===== config.mk =====
export PLATFORM = sky130hd
export DESIGN_NAME = btc_out_fifo
export DESIGN_NICKNAME = d
export VERILOG_FILES = /design/src/hdl/btc_pkg.sv /design/src/hdl/btc_out_fifo.sv
export SDC_FILE = /design/constraint.sdc
export NUM_CORES = 1
export LEC_CHECK = 0
export BUFFER_PORTS_ARGS = -buffer_cell sky130_fd_sc_hd__buf_4
export CAP_MARGIN = 20
export CORE_MARGIN = 5
export CORE_UTILIZATION = 41
export CTS_CLUSTER_SIZE = 8
export DETAILED_ROUTE_END_ITERATION = 16
export SETUP_SLACK_MARGIN = 0.2
export SLEW_MARGIN = 20
export SYNTH_ARGS = -nofsm -noshare
export SYNTH_HDL_FRONTEND = slang
export SYNTH_SLANG_ARGS = --single-unit

===== constraint.sdc =====
create_clock -name clk -period 7.6 [get_ports clk]
set_input_delay 1.52 -clock clk [delete_from_list [all_inputs] [get_ports clk]]
set_output_delay 1.52 -clock clk [all_outputs]
set_load 0.02 [all_outputs]

===== src/hdl/btc_pkg.sv =====
`default_nettype none
// ----------------------------------------------------------------------------
// btc_pkg
// Shared types, constants and helpers for the bit-matrix closure core.
// ----------------------------------------------------------------------------
package btc_pkg;

  localparam int MAX_EVENTS = 64;
  localparam int ROW_W      = 64;
  localparam int IDX_W      = 6;
  localparam int CNT_W      = 7;
  localparam int ACT_W      = 2;
  localparam int REG_IDX_W  = 2;
  localparam int CFG_W      = 7;
  localparam int OUT_DEPTH  = 4;
  localparam int OCC_W      = $clog2(OUT_DEPTH + 1);
  localparam int IN_DATA_W  = 72;
  localparam int OUT_DATA_W = 80;

  localparam logic [ACT_W-1:0] ACT_WRITE = 2'd0;
  localparam logic [ACT_W-1:0] ACT_CLOSE = 2'd1;
  localparam logic [ACT_W-1:0] ACT_READ  = 2'd2;

  localparam logic [REG_IDX_W-1:0] REG_N_EVENTS  = 2'd0;
  localparam logic [REG_IDX_W-1:0] REG_REFLEXIVE = 2'd1;

  typedef struct packed {
    logic [CNT_W-1:0] n_use;
    logic [ROW_W-1:0] mask;
    logic             reflexive;
  } cfg_t;

  typedef struct packed {
    logic [IDX_W-1:0] row_index;
    logic [ROW_W-1:0] row_bits;
    logic [CNT_W-1:0] successor_count;
    logic             closure_done;
  } result_t;

  function automatic logic [ROW_W-1:0] col_mask(input logic [CNT_W-1:0] n);
    logic [ROW_W-1:0] m;
    for (int j = 0; j < ROW_W; j++) begin
      m[j] = (CNT_W'(j) < n);
    end
    return m;
  endfunction

  // count each byte, then add the byte counts as a balanced tree
  function automatic logic [CNT_W-1:0] pop_count(input logic [ROW_W-1:0] v);
    logic [3:0]       byte_cnt [8];
    logic [CNT_W-1:0] c;
    for (int k = 0; k < 8; k++) begin
      byte_cnt[k] = '0;
      for (int j = 0; j < 8; j++) begin
        byte_cnt[k] = byte_cnt[k] + 4'(v[8*k+j]);
      end
    end
    c = ((CNT_W'(byte_cnt[0]) + CNT_W'(byte_cnt[1])) +
         (CNT_W'(byte_cnt[2]) + CNT_W'(byte_cnt[3]))) +
        ((CNT_W'(byte_cnt[4]) + CNT_W'(byte_cnt[5])) +
         (CNT_W'(byte_cnt[6]) + CNT_W'(byte_cnt[7])));
    return c;
  endfunction

endpackage
`default_nettype wire


===== src/hdl/btc_out_fifo.sv =====
`default_nettype none
// ----------------------------------------------------------------------------
// btc_out_fifo
// Small result queue between the engine and the master stream.
// ----------------------------------------------------------------------------
module btc_out_fifo (
  input  wire logic                    clk,
  input  wire logic                    rst,
  input  wire logic                    push,
  input  btc_pkg::result_t             push_data,
  input  wire logic                    pop,
  output logic                         not_empty,
  output btc_pkg::result_t             head,
  output logic [btc_pkg::OCC_W-1:0]    occ
);
  import btc_pkg::*;

  localparam int PTR_W = $clog2(OUT_DEPTH);

  result_t          entries [OUT_DEPTH];
  logic [PTR_W-1:0] wr_ptr;
  logic [PTR_W-1:0] rd_ptr;

  assign not_empty = (occ != '0);
  assign head      = entries[rd_ptr];

  always_ff @(posedge clk) begin
    if (push) begin
      entries[wr_ptr] <= push_data;
    end
  end

  always_ff @(posedge clk) begin
    if (rst) begin
      wr_ptr <= '0;
      rd_ptr <= '0;
      occ    <= '0;
    end else begin
      if (push) begin
        wr_ptr <= wr_ptr + PTR_W'(1);
      end
      if (pop) begin
        rd_ptr <= rd_ptr + PTR_W'(1);
      end
      occ <= occ + OCC_W'(push) - OCC_W'(pop);
    end
  end

  assert property (@(posedge clk) disable iff (rst) pop |-> not_empty)
    else $error("pop from empty result queue");
  assert property (@(posedge clk) disable iff (rst)
    (push && !pop) |-> (occ != OCC_W'(OUT_DEPTH)))
    else $error("push into full result queue");
  assert property (@(posedge clk) disable iff (rst)
    (push && !pop) |=> (occ == $past(occ) + OCC_W'(1)))
    else $error("occupancy did not advance on push");

endmodule
`default_nettype wire


==> flow_metrics.py <==
metrics = {
    "outcome": {
        "status": "completed",
    },
    "critical_path": {
        "cp_data_required_time_ns": 6.08,
        "r2r_slack_ns": 5.43,
        "path_max_fanout": 41,
        "timing.rr.start": "wr_ptr[0]",
        "r2r-end": "entries[2][37]",
        "arrival_ns": 2.52,
        "critPathLaunchType": "flip-flop",
        "critPathCaptureType": "output pin",
        "setup.worst_path.class": "flip-flop to output pin",
        "reg2regPathDepth": 4,
    },
    "drt": {
        "first_pass_iters": 4,
        "vias": 5257,
        "drtIter0Drc": 297,
        "drcViolationCount": 0,
        "avgViaCountPerCell": 5.02,
        "detail-route-antenna-nets": 0,
        "wl_per_cell_um": 21.0,
        "wl_um": 22000,
    },
    "hold_path": {
        "hp-start": "rd_ptr[1]",
        "hold_class": "flip-flop to flip-flop",
        "hold_depth": 2,
    },
    "finish": {
        "post-route-util": 0.523,
        "diodes": 0,
        "area_delta_synth_final_pct": 25.1,
        "drive_above_1_share": 0.455,
        "num-nets-final": 738,
        "final_area_um2": 14700,
    },
    "sta": {
        "hold_viol": 0,
        "fmax_mhz": 247,
        "tightest_slew_ns": 0.850,
        "rsz0062_at_grt": "false",
        "slew_headroom": 0.434,
        "fin_ws_ns": 3.56,
        "tns_ns": 0,
        "finalSetupViolCount": 0,
        "fin_skew_ns": 0.0130,
        "finalCritPeriodShare": 0.532,
        "maxSlewViolCount": 0,
        "fin_crit_ns": 4.04,
    },
    "clock_network": {
        "cts_tree": "done",
        "ctsRootBufferMaster": "clkbuf_16",
        "numCtsBuffers": 46,
        "htreeDepth": 2,
        "ctsLongestPathBuffers": 3,
        "clock_latency_ns": 0.51,
        "postCtsSetupBuffers": 0,
        "clk_pin_slew_ns": 0.05,
        "cts_resized": 0,
        "hold_buffers": 0,
        "clock-sinks": 321,
    },
    "floorplanning": {
        "row_count": 61,
        "die_h_um": 179,
        "core_area_um2": 28000,
        "ioPinCount": 164,
        "fp.dieW_um": 179,
        "initial_core_util": 0.418,
        "die_area_um2": 32000,
    },
    "synthesis": {
        "syn_nets": 538,
        "yosysSeqAreaShare": 0.816,
        "synth_warnings": 0,
        "synth_seq_cells": 321,
        "synth.avg_cell_area_um2": 26.1,
        "synth_cell_types": 21,
        "synth_cells": 449,
        "syn_area_um2": 11700,
    },
    "grt": {
        "grt_pass1_vias": 5882,
        "grt_max_degree": 54,
        "grt_pass1_wl_um": 33800,
        "overflow": 0,
        "antenna_found_initial": 0,
        "grtUsageTotal": 0.140,
    },
    "place": {
        "placed_area_um2": 13300,
        "dp_slack_ns": 3.48,
        "hpwl_um": 13200,
        "place.gp.congestion": 0.772,
        "port_buffers": 163,
    },
    "run": {
        "maxCapViolations": 0,
    },
    "power_and_ir_drop": {
        "vdd_drop_max_uv": 190,
        "leakage_nw": 4.96,
        "power_density_nw_per_um2": 297,
        "power_mw": 4.35,
    },
}
[state kept, by name (all words and copies together) (netlist names), named ones only]
signal and flops:
occ 3, rd_ptr 2, wr_ptr 2, entries 312
[worst max-delay path by stage]
stage / start / to / slack, ns / cells past startpoint
after global placement: flip-flop / head[28] / 3.48 / 3
after global routing: flip-flop / head[36] / 3.33 / 3
after CTS: flip-flop / head[34] / 2.92 / 3
after floorplan: push / entries[0][0] / 3.82 / 1
after detailed placement: flip-flop / head[34] / 3.48 / 3
final: flip-flop / head[39] / 3.56 / 3
[placed cells by master, fill, tap and decap left out, drive strengths merged]
master / Yosys / final
xnor2: 2 / 2
dfxtp: 9 / 9
a21bo: 1 / 1
inv: 6 / 6
xor3: 1 / 1
ha: 6 / 6
mux2i: 1 / 1
nor2b: 2 / 2
fa: 1 / 1
edfxtp: 312 / 312
buf: 13 / 170
clkbuf: 5 / 68
clkinvlp: 0 / 1
nor2: 5 / 5
or3: 1 / 1
a21oi: 1 / 1
mux4: 78 / 78
and2: 4 / 4
nand3b: 1 / 1
[metrics by stage]
stage                     hold slack (ns)  std cells
after floorplan                     0.492        449
after global placement              0.497        978
after detailed placement            0.518        978
after CTS                           0.531       1047
after global routing                0.560       1048
final                               0.524       1048
[where the power goes]
part           leakage, nW  internal [mW]  switching (mW)  total, mW
combinational         1.39          0.222           0.245      0.467
clock                0.626           1.15           0.652       1.81
sequential            2.94           2.04          0.0333       2.07
total                 4.96           3.42           0.929       4.35
[area by class of cell]
| cell class | count | area, um2 |
|---|---|---|
| Clock buffer | 68 | 1300 |
| Clock inverter | 1 | 7.51 |
| Fill cell | 2215 | 13400 |
| Inverter | 6 | 22.5 |
| Multi-Input combinational cell | 104 | 2000 |
| Sequential cell | 321 | 9560 |
| Tap cell | 378 | 473 |
| Timing Repair Buffer | 170 | 1300 |
[synth_stat cells]
master,number,area share
dfxtp_1,9,0.015
mux4_2,78,0.15
xnor2_1,2,0.0015
clkbuf_1,5,0.0016
a21oi_1,1,0.00043
a21bo_2,1,0.00086
edfxtp_1,312,0.80
inv_1,6,0.0019
fa_1,1,0.0017
or3_1,1,0.00053
xor3_1,1,0.0020
nand3b_1,1,0.00064
ha_1,6,0.0064
buf_2,4,0.0017
nor2_1,5,0.0016
nor2b_1,2,0.0011
buf_12,3,0.0051
mux2i_1,1,0.00086
buf_4,5,0.0032
buf_6,1,0.00096
and2_1,4,0.0021
[critical path, cell delays in order, from the launching register on]
cell	delay, ns
dfxtp_4	0.72
buf_4	0.64
mux4_2	0.44
buf_4	0.18
[layer usage]
| metal | GRT usage | wire, um | part of all wire | up-vias |
|---|---|---|---|---|
| li1 | - | - | - | 2323 |
| met5 | 0 | 0 | 0 | - |
| met4 | 0.0339 | 276 | 0.013 | 0 |
| met2 | 0.232 | 11100 | 0.51 | 174 |
| met1 | 0.175 | 8580 | 0.39 | 2735 |
| met3 | 0.0527 | 2010 | 0.091 | 25 |
[kinds of logic (layout without fill, tap and decap cells)]
logic type	after synthesis	count (layout)	synth area share
and+or+nand+nor	13	13	0.00599
adders and majority gates	7	7	0.00812
xor gates and xnor gates	3	3	0.00353
AOI/OAI and AO/OA	2	2	0.00128
DFF	321	321	0.816
buffers and inverters	24	245	0.0145
muxes	79	79	0.151
No activity file was read; power rests on OpenSTA's default activity.
